**src/hw/rtl/dbw_pkg.sv**
```systemverilog
// shared types and constants for the debug break/watch unit
`default_nettype none

package dbw_pkg;

  localparam int unsigned SlotsDefault = 10;
  localparam int unsigned SlotW        = 4;
  localparam int unsigned AddrW        = 16;
  localparam int unsigned OpcodeW      = 8;
  localparam int unsigned RunLimitW    = 31;
  localparam int unsigned CountW       = 32;
  localparam int unsigned KindW        = 3;
  localparam int unsigned InDataW      = 48;
  localparam int unsigned OutDataW     = 32;

  localparam logic [OpcodeW-1:0]   HaltOpcode    = 8'h76;
  localparam logic [RunLimitW-1:0] RunLimitReset = 31'd10000;

  typedef enum logic [KindW-1:0] {
    KindSetBreak   = 3'd0,
    KindSetWatch   = 3'd1,
    KindClrBreaks  = 3'd2,
    KindClrWatches = 3'd3,
    KindRunStart   = 3'd4,
    KindContinue   = 3'd5,
    KindInstr      = 3'd6,
    KindAccess     = 3'd7
  } dbw_kind_e;

  typedef struct packed {
    logic             hit;
    logic [SlotW-1:0] slot;
  } dbw_match_t;

endpackage

`default_nettype wire

```
**src/hw/rtl/dbw_break_table.sv**
```systemverilog
// breakpoint slot table: first-free fill, bulk clear, priority address match
`default_nettype none

module dbw_break_table #(
  parameter int unsigned SLOTS = dbw_pkg::SlotsDefault
) (
  input  wire logic                       clk_i,
  input  wire logic                       rst_ni,
  input  wire logic                       set_i,
  input  wire logic                       clear_i,
  input  wire logic [dbw_pkg::AddrW-1:0]  set_addr_i,
  input  wire logic [dbw_pkg::AddrW-1:0]  probe_addr_i,
  output logic                            full_o,
  output dbw_pkg::dbw_match_t             match_o
);

  logic [SLOTS-1:0]               valid_q, valid_d;
  logic [dbw_pkg::AddrW-1:0]      addr_q [SLOTS];
  logic [SLOTS-1:0]               free_oh;
  logic                           free_seen;

  // one-hot of the lowest empty slot
  always_comb begin
    free_seen = 1'b0;
    for (int i = 0; i < SLOTS; i++) begin
      free_oh[i] = !valid_q[i] && !free_seen;
      if (!valid_q[i]) free_seen = 1'b1;
    end
  end

  assign full_o = &valid_q;

  always_comb begin
    valid_d = valid_q;
    if (clear_i) begin
      valid_d = '0;
    end else if (set_i) begin
      valid_d = valid_q | free_oh;
    end
  end

  always_ff @(posedge clk_i or negedge rst_ni) begin
    if (!rst_ni) begin
      valid_q <= '0;
    end else begin
      valid_q <= valid_d;
    end
  end

  always_ff @(posedge clk_i) begin
    for (int i = 0; i < SLOTS; i++) begin
      if (set_i && free_oh[i]) addr_q[i] <= set_addr_i;
    end
  end

  // lowest matching slot wins
  always_comb begin
    match_o = '0;
    for (int i = SLOTS - 1; i >= 0; i--) begin
      if (valid_q[i] && addr_q[i] == probe_addr_i) begin
        match_o.hit  = 1'b1;
        match_o.slot = dbw_pkg::SlotW'(i);
      end
    end
  end

endmodule

`default_nettype wire

```
**src/hw/rtl/dbw_watch_table.sv**
```systemverilog
// watch range slot table: first-free fill, bulk clear, priority range match
`default_nettype none

module dbw_watch_table #(
  parameter int unsigned SLOTS = dbw_pkg::SlotsDefault
) (
  input  wire logic                       clk_i,
  input  wire logic                       rst_ni,
  input  wire logic                       set_i,
  input  wire logic                       clear_i,
  input  wire logic [dbw_pkg::AddrW-1:0]  set_low_i,
  input  wire logic [dbw_pkg::AddrW-1:0]  set_high_i,
  input  wire logic [dbw_pkg::AddrW-1:0]  probe_addr_i,
  output logic                            full_o,
  output dbw_pkg::dbw_match_t             match_o
);

  logic [SLOTS-1:0]               valid_q, valid_d;
  logic [dbw_pkg::AddrW-1:0]      low_q  [SLOTS];
  logic [dbw_pkg::AddrW-1:0]      high_q [SLOTS];
  logic [SLOTS-1:0]               free_oh;
  logic                           free_seen;

  always_comb begin
    free_seen = 1'b0;
    for (int i = 0; i < SLOTS; i++) begin
      free_oh[i] = !valid_q[i] && !free_seen;
      if (!valid_q[i]) free_seen = 1'b1;
    end
  end

  assign full_o = &valid_q;

  always_comb begin
    valid_d = valid_q;
    if (clear_i) begin
      valid_d = '0;
    end else if (set_i) begin
      valid_d = valid_q | free_oh;
    end
  end

  always_ff @(posedge clk_i or negedge rst_ni) begin
    if (!rst_ni) begin
      valid_q <= '0;
    end else begin
      valid_q <= valid_d;
    end
  end

  always_ff @(posedge clk_i) begin
    for (int i = 0; i < SLOTS; i++) begin
      if (set_i && free_oh[i]) begin
        low_q[i]  <= set_low_i;
        high_q[i] <= set_high_i;
      end
    end
  end

  // inclusive range; low above high never matches
  always_comb begin
    match_o = '0;
    for (int i = SLOTS - 1; i >= 0; i--) begin
      if (valid_q[i] && probe_addr_i >= low_q[i] && probe_addr_i <= high_q[i]) begin
        match_o.hit  = 1'b1;
        match_o.slot = dbw_pkg::SlotW'(i);
      end
    end
  end

endmodule

`default_nettype wire

```
**src/hw/rtl/debug_break_watch_unit.sv**
```systemverilog
// debug break/watch unit top level: request register, trigger logic, result register
// request path: a taken request waits in the request register, and its result is registered into the result register
// throughput: one request per cycle; the request register advances when the result
//   register is empty or being taken, and all table and alarm state updates happen on that advance
// reset: asynchronous active low; clears tables, alarms, count, run limit to 10000
`default_nettype none

module debug_break_watch_unit #(
  parameter int unsigned SLOTS = dbw_pkg::SlotsDefault
) (
  input  wire logic                            clk_i,
  input  wire logic                            rst_ni,
  input  wire logic                            cfg_we_i,
  input  wire logic [dbw_pkg::RunLimitW-1:0]   cfg_wdata_i,   // run_limit
  input  wire logic                            s_axis_tvalid,
  output logic                                 s_axis_tready,
  // address[15:0], address_high[31:16], high_given[32], opcode[40:33],
  // bad_opcode[41], zero[47:42]
  input  wire logic [dbw_pkg::InDataW-1:0]     s_axis_tdata,
  input  wire logic [dbw_pkg::KindW-1:0]       s_axis_tuser,  // kind[2:0]
  output logic                                 m_axis_tvalid,
  input  wire logic                            m_axis_tready,
  // status[0], go_on[1], break_hit[2], break_slot[6:3], watch_hit[7],
  // watch_slot[11:8], hit_addr[27:12], count_hit[28], halt_hit[29], zero[31:30]
  output logic [dbw_pkg::OutDataW-1:0]         m_axis_tdata
);

  localparam int unsigned AW = dbw_pkg::AddrW;
  localparam int unsigned SW = dbw_pkg::SlotW;
  localparam int unsigned CW = dbw_pkg::CountW;

  // request register
  logic                         in_valid_q;
  dbw_pkg::dbw_kind_e           kind_q;
  logic [AW-1:0]                addr_q;
  logic [AW-1:0]                addr_hi_q;
  logic                         high_given_q;
  logic [dbw_pkg::OpcodeW-1:0]  opcode_q;
  logic                         bad_op_q;

  logic out_valid_q;
  logic advance;
  logic in_take;

  assign advance       = in_valid_q && (!out_valid_q || m_axis_tready);
  assign s_axis_tready = !in_valid_q || advance;
  assign in_take       = s_axis_tvalid && s_axis_tready;

  always_ff @(posedge clk_i or negedge rst_ni) begin
    if (!rst_ni) begin
      in_valid_q <= 1'b0;
    end else if (s_axis_tready) begin
      in_valid_q <= s_axis_tvalid;
    end
  end

  always_ff @(posedge clk_i) begin
    if (in_take) begin
      kind_q       <= dbw_pkg::dbw_kind_e'(s_axis_tuser);
      addr_q       <= s_axis_tdata[15:0];
      addr_hi_q    <= s_axis_tdata[31:16];
      high_given_q <= s_axis_tdata[32];
      opcode_q     <= s_axis_tdata[40:33];
      bad_op_q     <= s_axis_tdata[41];
    end
  end

  // configuration
  logic [dbw_pkg::RunLimitW-1:0] run_limit_q;

  always_ff @(posedge clk_i or negedge rst_ni) begin
    if (!rst_ni) begin
      run_limit_q <= dbw_pkg::RunLimitReset;
    end else if (cfg_we_i) begin
      run_limit_q <= cfg_wdata_i;
    end
  end

  // slot tables
  logic                 brk_set, brk_clr, brk_full;
  logic                 wch_set, wch_clr, wch_full;
  dbw_pkg::dbw_match_t  brk_match, wch_match;
  logic [AW-1:0]        wch_high;

  assign wch_high = high_given_q ? addr_hi_q : addr_q;

  dbw_break_table #(
    .SLOTS(SLOTS)
  ) u_break_table (
    .clk_i       (clk_i),
    .rst_ni      (rst_ni),
    .set_i       (brk_set),
    .clear_i     (brk_clr),
    .set_addr_i  (addr_q),
    .probe_addr_i(addr_q),
    .full_o      (brk_full),
    .match_o     (brk_match)
  );

  dbw_watch_table #(
    .SLOTS(SLOTS)
  ) u_watch_table (
    .clk_i       (clk_i),
    .rst_ni      (rst_ni),
    .set_i       (wch_set),
    .clear_i     (wch_clr),
    .set_low_i   (addr_q),
    .set_high_i  (wch_high),
    .probe_addr_i(addr_q),
    .full_o      (wch_full),
    .match_o     (wch_match)
  );

  // alarm state
  logic          brk_flag_q, brk_flag_d;
  logic [SW-1:0] brk_slot_q, brk_slot_d;
  logic          wch_flag_q, wch_flag_d;
  logic [SW-1:0] wch_slot_q, wch_slot_d;
  logic [AW-1:0] wch_addr_q, wch_addr_d;
  logic [CW-1:0] cnt_q, cnt_d;
  logic          cnt_hit_q, cnt_hit_d;
  logic          halt_q, halt_d;
  logic          status_q, status_d;
  logic          go_on_q, go_on_d;

  always_comb begin
    brk_set    = 1'b0;
    brk_clr    = 1'b0;
    wch_set    = 1'b0;
    wch_clr    = 1'b0;
    status_d   = 1'b0;
    go_on_d    = 1'b0;
    brk_flag_d = brk_flag_q;
    brk_slot_d = brk_slot_q;
    wch_flag_d = wch_flag_q;
    wch_slot_d = wch_slot_q;
    wch_addr_d = wch_addr_q;
    cnt_d      = cnt_q;
    cnt_hit_d  = cnt_hit_q;
    halt_d     = halt_q;
    if (advance) begin
      case (kind_q)
        dbw_pkg::KindSetBreak: begin
          if (brk_full) status_d = 1'b1;
          else          brk_set  = 1'b1;
        end
        dbw_pkg::KindSetWatch: begin
          if (wch_full) status_d = 1'b1;
          else          wch_set  = 1'b1;
        end
        dbw_pkg::KindClrBreaks: begin
          brk_clr = 1'b1;
        end
        dbw_pkg::KindClrWatches: begin
          wch_clr = 1'b1;
        end
        dbw_pkg::KindRunStart: begin
          brk_flag_d = 1'b0;
          wch_flag_d = 1'b0;
          cnt_hit_d  = 1'b0;
          halt_d     = 1'b0;
          cnt_d      = '0;
        end
        dbw_pkg::KindContinue: begin
          cnt_d = '0;
        end
        dbw_pkg::KindInstr: begin
          halt_d = (opcode_q == dbw_pkg::HaltOpcode);
          // a pending watch stops at once, no match and no count
          if (!wch_flag_q) begin
            if (brk_match.hit) begin
              brk_flag_d = 1'b1;
              brk_slot_d = brk_match.slot;
            end
            cnt_hit_d = (cnt_q >= {1'b0, run_limit_q});
            if (cnt_q != '1) cnt_d = cnt_q + CW'(1);
            go_on_d = !(brk_flag_d || cnt_hit_d || bad_op_q || halt_d);
          end
        end
        dbw_pkg::KindAccess: begin
          if (wch_match.hit) begin
            wch_flag_d = 1'b1;
            wch_slot_d = wch_match.slot;
            wch_addr_d = addr_q;
          end
        end
        default: ;
      endcase
    end
  end

  always_ff @(posedge clk_i or negedge rst_ni) begin
    if (!rst_ni) begin
      brk_flag_q  <= 1'b0;
      brk_slot_q  <= '0;
      wch_flag_q  <= 1'b0;
      wch_slot_q  <= '0;
      wch_addr_q  <= '0;
      cnt_q       <= '0;
      cnt_hit_q   <= 1'b0;
      halt_q      <= 1'b0;
      out_valid_q <= 1'b0;
    end else begin
      brk_flag_q <= brk_flag_d;
      brk_slot_q <= brk_slot_d;
      wch_flag_q <= wch_flag_d;
      wch_slot_q <= wch_slot_d;
      wch_addr_q <= wch_addr_d;
      cnt_q      <= cnt_d;
      cnt_hit_q  <= cnt_hit_d;
      halt_q     <= halt_d;
      if (advance) begin
        out_valid_q <= 1'b1;
      end else if (m_axis_tready) begin
        out_valid_q <= 1'b0;
      end
    end
  end

  always_ff @(posedge clk_i) begin
    if (advance) begin
      status_q <= status_d;
      go_on_q  <= go_on_d;
    end
  end

  // alarm state only moves on advance, so it stays in step with the held result
  assign m_axis_tvalid = out_valid_q;
  assign m_axis_tdata  = {2'b00, halt_q, cnt_hit_q, wch_addr_q, wch_slot_q, wch_flag_q,
                          brk_slot_q, brk_flag_q, go_on_q, status_q};

endmodule

`default_nettype wire

```
**config.mk**
```make
export PLATFORM = sky130hd
export DESIGN_NAME = debug_break_watch_unit
export DESIGN_NICKNAME = d
export VERILOG_FILES = /design/src/hw/rtl/dbw_pkg.sv /design/src/hw/rtl/dbw_break_table.sv /design/src/hw/rtl/dbw_watch_table.sv /design/src/hw/rtl/debug_break_watch_unit.sv
export SDC_FILE = /design/constraint.sdc
export NUM_CORES = 1
export LEC_CHECK = 0
export BUFFER_PORTS_ARGS = -buffer_cell sky130_fd_sc_hd__buf_2
export CORE_MARGIN = 3
export CORE_UTILIZATION = 40
export CTS_CLUSTER_SIZE = 10
export DETAILED_ROUTE_END_ITERATION = 10
export PLACE_DENSITY = 0.59
export SLEW_MARGIN = 30
export SYNTH_ARGS = -nofsm -noshare
export SYNTH_HDL_FRONTEND = slang
export SYNTH_HIERARCHICAL = 1
export SYNTH_SLANG_ARGS = --single-unit
```
**constraint.sdc**
```tcl
create_clock -name clk_i -period 8.9 [get_ports clk_i]
set_input_delay 0.89 -clock clk_i [delete_from_list [all_inputs] [get_ports clk_i]]
set_output_delay 0.89 -clock clk_i [all_outputs]
set_load 0.005 [all_outputs]
```
==> summary.txt, run 1 <==
Power and ir drop
  – Flop pwr share: 0.502
  – Clock power frac: 0.411
  – Switching share of power: 0.237
  – Max rail drop VDD: 0.000129 V
  – Leak pwr: 15.3 nW
  – Combinational Power Share: 0.087
  – Power Dens Cells: 186 mW/mm²
  – Sw power: 1.61 mW
  – Int Power: 5.18 mW

Logic synthesis
  – Post-synthesis mux area share: 0.0200
  – Avg Inst Size Synth: 12.6 µm²
  – Largest family of logic cells by synthesized area: adder cells
  – Share of the synthesized area in the top cell type: 0.490
  – Post-Synth Simple-Gate Area: 0.0938
  – Ys Warns: 6
  – Mapped Area: 0.0323 mm²
  – Ys flop type: edfxtp_1
  – FF+latch count, synth: 640
  – Post-synth EDFFs: 527
  – Register area share after synthesis: 0.578
  – Adder-Cell Fraction of Synth Area: 0.137
  – Top-count cell post-synth: edfxtp_1
  – Post-synth top area cell: edfxtp_1
  – Distinct cells, synth: 83
  – Leading post-synthesis cells by cell area: edfxtp_1 (49%), ha_1 (14%), dfrtp_1 (8.4%), inv_1 (4.1%), xnor2_1 (2.2%)
  – Ys async rst share: 0.177
  – Syn Inst Count: 2559
  – Synth Area in Compound Gates: 0.0760
  – Most frequent cells after synthesis: edfxtp_1 (527), inv_1 (355), ha_1 (352)
  – Synth Area in XOR/XNOR: 0.0440

Global routing
  – Initial antenna violation count: 0
  – Total gr overflow: 0
  – Vias in the first global route: 20800
  – Pin count of the biggest net entering global routing: 78
  – First-pass GRT wire length: 119000 µm
  – GRT Total Usage: 0.181

Drt
  – Post-route ant nets: 0
  – Initial DRC Count: 1195
  – WL per Instance: 20.0 µm
  – Drt pass-1 iters: 5
  – Vias: 20400
  – DRC: 0
  – Total Wirelength: 76900 µm
  – Post-DR vias/cell: 5.29

Hold path
  – Tightest Hold Check Type: primary input to async pin

Timing
  – Setup violators final: 0
  – Worst slew pin tran: 0.976 ns
  – Crit share post-route: 0.575
  – Unrepaired setup endpoints after global routing: false
  – Worst slew margin: 0.333
  – Setup Skew: 0.0190 ns
  – Max-slew violations: 0
  – Setup TNS: 0 ns
  – Hold slack: 0.252 ns
  – Hold Vio Cnt, Final: 0
  – Crit path time final: 5.12 ns
  – Final worst slack: 3.78 ns
  – Fmax: 0.195 GHz

Finish
  – Area grow syn2layout: 13.2%
  – Final net count: 3189
  – Antenna diode count: 0
  – Layout cells sized above 1: 0.129

Clock tree
  – Clk buf depth: 3
  – H-tree depth: 3
  – CTS tree: done
  – Clock root buffer: clkbuf_16
  – CTS resizes: 0
  – Post-cts hold buffer count: 0
  – Post-CTS setup buffer count: 0
  – Clock Sinks: 640
  – Clk_lat worst skew: 0.62 ns
  – Clk slew on worst S/H paths: 0.05 ns
  – CTS buffer count: 75

Critical path
  – R2R Path End: wch_addr_q[9]
  – Setup crit start kind: flip-flop
  – Crit Path Max Fanout: 18
  – CP startpoint: addr_q[0]
  – R2R Path Start: addr_q[0]
  – Worst Reg-to-Reg Cells: 15
  – Critical Path End: wch_addr_q[9]
  – Register-to-Register Setup Slack: 3.78 ns
  – Crit Path Class: flip-flop to flip-flop
  – Worst EP arrival: 5.61 ns
  – Req. time, crit path: 9.39 ns
  – Crit path capture type: flip-flop

Floorplanning
  – I/O pin total: 121
  – Die H: 290 µm
  – Cell Rows: 103
  – Die W: 290 µm
  – Area of the core: 0.0794 mm²
  – Initial Utilization: 0.406
  – Die ar.: 0.0841 mm²

Job
  – Max-cap viol count: 0

Place
  – Port Buf Inserts: 112
  – Pre-CTS WS: 3.77 ns
  – GPL Wtd Cong: 0.829
  – DP HPWL: 48200 µm

Status
  – Status: finished, final reports clean
==> sequential cells by signal, indices dropped and copies added (netlist names), 10 cells and up <==
register	cells
u_watch_table/low_q	160
addr_hi_q	16
u_break_table/valid_q	10
u_watch_table/valid_q	10
u_break_table/addr_q	160
run_limit_q	31
u_watch_table/high_q	160
addr_q	16
wch_addr_q	16
cnt_q	32
==> power groups by stage <==
stage | clock network, mW | registers (mW) | logic [mW]
floorplan | 0 | 3.48 | 0.320
global placement | 0 | 3.46 | 0.576
detailed placement | 0 | 3.47 | 0.599
CTS | 2.88 | 3.41 | 0.602
global route | 3.01 | 3.42 | 0.662
finish | 2.79 | 3.41 | 0.591
==> through the flow <==
step                      instances  instance area, µm²  total power, mW   util
after floorplan                2560               32300             3.80      -
after global placement         3723               34300             4.04  0.432
after detailed placement       3723               34300             4.07  0.432
after CTS                      3848               36500             6.89  0.460
after global routing           3848               36500             7.08  0.460
final                          3848               36500             6.79  0.460
==> worst max-delay path: stages, from the launching register on <==
cell and delay (ns):
edfxtp_1 0.35, buf_4 0.24, inv_1 0.49, buf_4 0.33, ha_1 0.26, nand2b_1 0.14, a21o_1 0.18, a211oi_1 0.24
o21ai_1 0.11, a21oi_1 0.35, nor3_1 0.16, or4_4 0.57, nand4b_1 0.38, nand4_1 0.40, buf_4 0.38, mux2_2 0.38
==> metal layers <==
| layer | vias up | routed length (µm) | GRT usage |
|---|---|---|---|
| met1 | 10200 | 34200 | 0.238 |
| met4 | 0 | 1850 | 0.0487 |
| met5 | - | 0 | 0 |
| met3 | 126 | 3270 | 0.0289 |
| met2 | 406 | 37600 | 0.311 |
| li1 | 9673 | - | - |
==> layout make-up <==
type | instances | area (µm²)
flip-flops and latches | 640 | 18700
repair buffers | 164 | 972
clock buffers | 116 | 2080
inverters | 355 | 1330
fillers | 7140 | 42900
well taps | 1050 | 1310
clock inverters | 9 | 121
multi-input cells | 1514 | 12000
==> how the worst min path moves through the flow <==
stage	startpoint	to	slack, ns	cells after the start
floorplan	halt_q	halt_q	0.47	2
global placement	wch_addr_q[9]	wch_addr_q[9]	0.48	1
global route	rst_ni	u_break_table/valid_q[3]	0.24	1
detailed placement	wch_addr_q[2]	wch_addr_q[2]	0.49	1
CTS	rst_ni	u_break_table/valid_q[3]	0.22	1
finish	rst_ni	brk_slot_q[3]	0.25	1
==> placed cells by master (no fill, tap or decap), drive strengths merged, types with 80 or more instances in the layout <==
master  synthesis  routed
ha            352     352
o21ai          87      87
edfxtp        527     527
inv           355     358
dfrtp         108     108
xnor2          82      82
nor2           83      83
xor2           80      80
a21oi         116     116
clkbuf         20     116
buf            31     164
nand2         125     125
nand4          83      83
==> cells by family after synthesis <==
kind of cell,Yosys count
AND/OR/NAND/NOR,564
XOR/XNOR,162
AO/OA/AOI/OAI,375
multiplexers,59
buffers and inverters,406
adder cells (fa/ha/maj),352
flip-flops,640
other,1
(Power assumes the default switching activity.)
==> inputs of run 2 (changes only) <==
--- a/config.mk
+++ b/config.mk
@@ -5,6 +5,7 @@
 export SDC_FILE = /design/constraint.sdc
 export NUM_CORES = 1
 export LEC_CHECK = 0
+export ABC_AREA = 1
 export BUFFER_PORTS_ARGS = -buffer_cell sky130_fd_sc_hd__buf_2
 export CORE_MARGIN = 3
 export CORE_UTILIZATION = 40
==> constraint.sdc (replaced) <==
create_clock -name clk_i -period 4.9 [get_ports clk_i]
set_input_delay 0.49 -clock clk_i [delete_from_list [all_inputs] [get_ports clk_i]]
set_output_delay 0.49 -clock clk_i [all_outputs]
set_load 0.005 [all_outputs]
==> summary.txt, run 2 <==
Status
  – Status: finished, final reports clean

Drt
  – Initial DRC Count: 1569
  – Post-DR vias/cell: 4.99
  – Total Wirelength: 82000 µm
  – Drt pass-1 iters: 5
  – DRC: 0
  – Post-route ant nets: 0
  – WL per Instance: 18.0 µm
  – Vias: 22700

Global routing
  – First-pass GRT wire length: 126000 µm
  – GRT Total Usage: 0.191
  – Pin count of the biggest net entering global routing: 62
  – Vias in the first global route: 21800
  – Total gr overflow: 0
  – Initial antenna violation count: 2

Clock tree
  – Clock Sinks: 640
  – Clk buf depth: 3
  – CTS tree: done
  – Clk_lat worst skew: 0.64 ns
  – Post-CTS setup buffer count: 0
  – H-tree depth: 3
  – CTS buffer count: 77
  – Clk slew on worst S/H paths: 0.05 ns
  – Clock root buffer: clkbuf_16

Finish
  – Commonest non-fill, non-tap cell in the layout: nand2_1
  – Layout cells sized above 1: 0.112
  – Multi-input logic area: 0.0120 mm²
  – Final net count: 3876
  – Flip-flop and latch area: 0.0187 mm²
  – Commonest cells after routing, fill and taps aside: nand2_1 (613), edfxtp_1 (527), inv_1 (517), ha_1 (352), nor2_1 (227)
  – Area grow syn2layout: 15.0%
  – Final Util: 0.468
  – Biggest registers after layout: u_break_table/addr_q: 160 flops, u_watch_table/high_q: 160 flops, u_watch_table/low_q: 160 flops
  – FILL cells: 7599

Critical path
  – Crit Path Max Fanout: 36
  – Worst EP arrival: 4.36 ns
  – Crit Path Class: flip-flop to flip-flop
  – Setup crit start kind: flip-flop
  – Crit path capture type: flip-flop
  – Req. time, crit path: 5.38 ns
  – Worst Reg-to-Reg Cells: 16

Timing
  – Worst slew margin: 0.354
  – Hold Vio Cnt, Final: 0
  – Unrepaired setup endpoints after global routing: false
  – Setup TNS: 0 ns
  – Fmax: 0.258 GHz
  – Setup Skew: 0.0345 ns
  – Crit share post-route: 0.791
  – Final worst slack: 1.03 ns
  – Worst slew pin tran: 0.959 ns
  – Max-slew violations: 0
  – Crit path time final: 3.87 ns
  – Setup violators final: 0

Logic synthesis
  – Ys flop type: edfxtp_1
  – Register area share after synthesis: 0.565
  – Avg Inst Size Synth: 10.4 µm²
  – Leading post-synthesis cells by cell area: edfxtp_1 (48%), ha_1 (13%), dfrtp_1 (8.2%), nand2_1 (7.0%), inv_1 (5.9%)
  – Ys async rst share: 0.177
  – Post-synth EDFFs: 527
  – Post-synth top area cell: edfxtp_1
  – Top-count cell post-synth: nand2_1
  – Mapped Area: 0.0330 mm²
  – Distinct cells, synth: 53
  – Most frequent cells after synthesis: nand2_1 (613), edfxtp_1 (527), inv_1 (519)
  – FF+latch count, synth: 640
  – Syn Inst Count: 3183
  – Share of the synthesized area in the top cell type: 0.479
  – Ys Warns: 6

Power and ir drop
  – Power Dens Cells: 336 mW/mm²
  – Leak pwr: 16.6 nW
  – Tot Pwr: 12.7 mW
  – Max rail drop VDD: 0.000311 V

Floorplanning
  – Initial Utilization: 0.407
  – Die ar.: 0.0861 mm²
  – Cell Rows: 104
  – Die W: 293 µm
  – I/O pin total: 121
  – Area of the core: 0.0812 mm²
  – Die H: 293 µm

Place
  – GPL Wtd Cong: 0.885
  – Pre-CTS WS: 0.948 ns
  – Port Buf Inserts: 112
  – DP HPWL: 53700 µm

Hold path
  – Tightest Hold Check Type: primary input to flip-flop
  – Hold depth: 1

Job
  – Max-cap viol count: 0
-- run 2: cell count changes in the layout (fill, tap and decap cells not counted), sizes merged, moves of 41 or more --
cell and delta:
xor2 -41, o21ai +96, inv +189, a21oi +82, nand2 +492, a21o -46, xnor2 -74, nor2 +161
-- run 2: where the power goes --
part | internal (mW) | switching (mW) | total [mW]
logic | 0.427 | 0.814 | 1.24
registers | 6.10 | 0.138 | 6.24
clock network | 3.02 | 2.24 | 5.26
-- run 2: final timing paths --
check,start,endpoint,slack [ns]
worst max-delay path,addr_q[11],wch_addr_q[5],1.03
worst min-delay path,s_axis_tdata[5],addr_q[5],0.04
worst max register to register,addr_q[11],wch_addr_q[5],1.03
worst min register to register,wch_slot_q[3],wch_slot_q[3],0.47
max in group asynchronous,rst_ni,wch_addr_q[2],3.39
min in group asynchronous,rst_ni,run_limit_q[23],0.51
-- run 2: repair_timing --
item | CTS | global route
hold endpoints to repair | 75 | 0
resized for setup | 0 | 0
hold buffers | 24 | 0
-- run 2: layer usage --
metal  up-vias  GRT usage  wire length (µm)
met4         0     0.0546              2200
met1     10700      0.267             38000
met2       560      0.311             37500
met5         -          0                 0
li1      11300          -                 -
met3       135     0.0285              4360
-- run 2: cell families (layout without fill, tap and decap cells) --
family / after synthesis / in the layout / share of synthesized area
multiplexers: 5 / 5 / 0.00170
XOR/XNOR: 47 / 47 / 0.0125
flip-flops: 640 / 640 / 0.565
buffers and inverters: 597 / 912 / 0.0718
AND/OR/NAND/NOR: 1076 / 1076 / 0.137
adder cells (fa/ha/maj): 352 / 352 / 0.133
other: 1 / 3 / 0.000114
AO/OA/AOI/OAI: 465 / 465 / 0.0783
-- run 2: worst max-delay path, cell delays in order, from the launching register on --
cell and delay [ns]:
edfxtp_1 0.95, buf_4 0.37, ha_1 0.28, a21oi_1 0.13, o21ai_0 0.09, a21oi_1 0.22, o21ai_1 0.10, o21ai_1 0.15
nand3_1 0.13, nand2_1 0.13, nor2_2 0.06, nand3b_1 0.13, nand2_1 0.08, nor2_2 0.30, inv_2 0.33, nand2_1 0.13
o21ai_0 0.09
-- run 2: final cells by class --
class,instances,area share
Antenna cell,1,0.0000659
Clock buffer,131,0.0571
Clock inverter,10,0.00336
Inverter,549,0.0543
Multi-Input combinational cell,1947,0.317
Sequential cell,640,0.491
Tap cell,1060,0.0349
Timing Repair Buffer,222,0.0420
-- run 2: per-stage QoR --
| step | hold slack (ns) | instances | cell area [µm²] |
|---|---|---|---|
| final | 0.0362 | 4560 | 38000 |
| after CTS | 0.000335 | 4558 | 38000 |
| after global placement | 0.456 | 4393 | 35400 |
| after global routing | 0.0154 | 4559 | 38000 |
| after detailed placement | 0.454 | 4393 | 35400 |
| after floorplan | 0.194 | 3184 | 33000 |
==> inputs of run 3 (changes only) <==
==> constraint.sdc (replaced) <==
create_clock -name clk_i -period 3.7 [get_ports clk_i]
set_input_delay 0.37 -clock clk_i [delete_from_list [all_inputs] [get_ports clk_i]]
set_output_delay 0.37 -clock clk_i [all_outputs]
set_load 0.005 [all_outputs]
==> summary.txt, run 3 (synthesis results as in run 2) <==
Timing
  – Worst slew pin tran: 0.846 ns
  – Max-slew violations: 0
  – Hold slack: 0.132 ns
  – Crit path time final: 3.25 ns
  – Setup Skew: 0.0319 ns
  – Crit share post-route: 0.880
  – Hold Vio Cnt, Final: 0
  – Setup violators final: 0
  – Setup TNS: 0 ns
  – Fmax: 0.307 GHz
  – Unrepaired setup endpoints after global routing: false
  – Worst slew margin: 0.430

Clock tree
  – CTS tree: done
  – H-tree depth: 3
  – Clock Sinks: 640
  – CTS buffer count: 78
  – Clk slew on worst S/H paths: 0.05 ns
  – Clock root buffer: clkbuf_16
  – Clk_lat worst skew: 0.63 ns
  – Clk buf depth: 3
  – Post-CTS setup buffer count: 0

Drt
  – Post-DR vias/cell: 4.97
  – Total Wirelength: 81600 µm
  – WL per Instance: 17.7 µm
  – Post-route ant nets: 0
  – Vias: 23000
  – DRC: 0
  – Drt pass-1 iters: 5
  – Initial DRC Count: 1772

Finish
  – Finished Layout Cells: 4624
  – FILL cells: 7460
  – Layout cells sized above 1: 0.115
  – Flip-flop and latch area: 0.0187 mm²
  – Final net count: 3938
  – Area grow syn2layout: 17.7%
  – Antenna diode count: 0
  – Multi-input logic area: 0.0120 mm²
  – Biggest registers after layout: u_break_table/addr_q: 160 flops, u_watch_table/high_q: 160 flops, u_watch_table/low_q: 160 flops
  – Commonest non-fill, non-tap cell in the layout: nand2_1
  – Commonest cells after routing, fill and taps aside: nand2_1 (613), edfxtp_1 (527), inv_1 (517), ha_1 (352), nor2_1 (227)

Floorplanning
  – Die H: 293 µm
  – Die W: 293 µm
  – Cell Rows: 104
  – Initial Utilization: 0.407
  – I/O pin total: 121
  – Die ar.: 0.0861 mm²
  – Area of the core: 0.0812 mm²

Global routing
  – Total gr overflow: 0
  – GRT Total Usage: 0.190
  – Pin count of the biggest net entering global routing: 62
  – Initial antenna violation count: 4
  – First-pass GRT wire length: 127000 µm
  – Vias in the first global route: 22400

Critical path
  – CP peak stage delay: 0.67 ns
  – Req. time, crit path: 4.19 ns
  – WP buf/inv: 3
  – Setup crit start kind: flip-flop
  – CP cell instances: buf_4 -> ha_1 -> a21oi_1 -> o21ai_1 -> nand2_1 -> o211ai_1 -> nand2_1 -> nand3_1 -> nand3_1 -> nand2_1 -> nor2_2 -> nand3b_1 -> nand2_1 -> nor2_2 -> inv_2 -> buf_12 -> o21ai_0
  – Crit path max-delay cell type: edfxtp_1
  – Crit path capture type: flip-flop
  – Crit Path Max Fanout: 36
  – Worst EP arrival: 3.74 ns
  – Most frequent cell on the critical path: nand2_1
  – Crit Path Class: flip-flop to flip-flop
  – Largest delay contributor family on the critical path: simple AND/OR/NAND/NOR gates

Place
  – DP HPWL: 52900 µm
  – GPL Wtd Cong: 0.914
  – Port Buf Inserts: 112
  – Placed Instances: 4400

Power and ir drop
  – Max rail drop VDD: 0.000497 V
  – Tot Pwr: 17.3 mW
  – Leak pwr: 17.0 nW
  – Power Dens Cells: 445 mW/mm²

Status
  – Status: finished, final reports clean

Job
  – Max-cap viol count: 0

Hold path
  – Tightest Hold Check Type: primary input to flip-flop
-- run 3: cell types whose count changed in the layout (fill, tap and decap cells not counted), moves of 2 or more --
| cell | before | now |
|---|---|---|
| clkbuf_8 | 2 | 12 |
| buf_4 | 76 | 72 |
| clkinv_8 | 4 | 1 |
| dlygate4sd3_1 | 24 | 78 |
| clkbuf_1 | 51 | 45 |
| buf_12 | 10 | 21 |
| clkbuf_16 | 78 | 80 |
-- run 3: power breakdown --
group / internal [mW] / switching, mW / total (mW)
Combinational: 0.626 / 1.11 / 1.74
Sequential: 8.08 / 0.147 / 8.23
Clock: 4.35 / 2.96 / 7.31
-- run 3: final timing paths --
kind / startpoint / end / slack, ns / cells after the start
setup / recovery: addr_q[1] / wch_addr_q[10] / 0.45 / 17
hold / removal: cfg_we_i / run_limit_q[8] / 0.13 / 3
setup reg to reg: addr_q[1] / wch_addr_q[10] / 0.45 / 17
hold reg to reg: wch_addr_q[14] / wch_addr_q[14] / 0.49 / 2
max in group asynchronous: rst_ni / run_limit_q[4] / 2.58 / 3
min in group asynchronous: rst_ni / run_limit_q[24] / 0.32 / 2
-- run 3: worst min-delay path: stages --
cell and delay, ns:
buf_2 0.20, nand2_1 0.10, o21ai_0 0.07
-- run 3: per-layer routing --
metal	up-vias	global-route usage	wire [µm]
met5	-	0	0
met4	0	0.0570	2010
met3	130	0.0265	4310
met2	571	0.310	37500
met1	10800	0.266	37800
li1	11400	-	-
-- run 3: final cells by class --
type	instances	area share
Clock buffer	137	0.0601
Multi-Input combinational cell	1947	0.310
Timing Repair Buffer	283	0.0594
Sequential cell	640	0.480
Clock inverter	8	0.00344
Tap cell	1060	0.0341
Inverter	549	0.0531
-- run 3: per-stage QoR --
| step | setup slack (ns) | utilization | area [µm²] |
|---|---|---|---|
| after floorplan | 0.220 | - | 33000 |
| after global placement | 0.507 | 0.438 | 35600 |
| after detailed placement | 0.443 | 0.438 | 35600 |
| after CTS | 0.432 | 0.478 | 38800 |
| after global routing | 0.198 | 0.479 | 38900 |
| final | 0.445 | 0.479 | 38900 |
-- run 3: repair_timing --
action	in CTS	in global routing
hold endpoints to repair	135	0
hold buffers	78	0
gates resized for setup	0	0
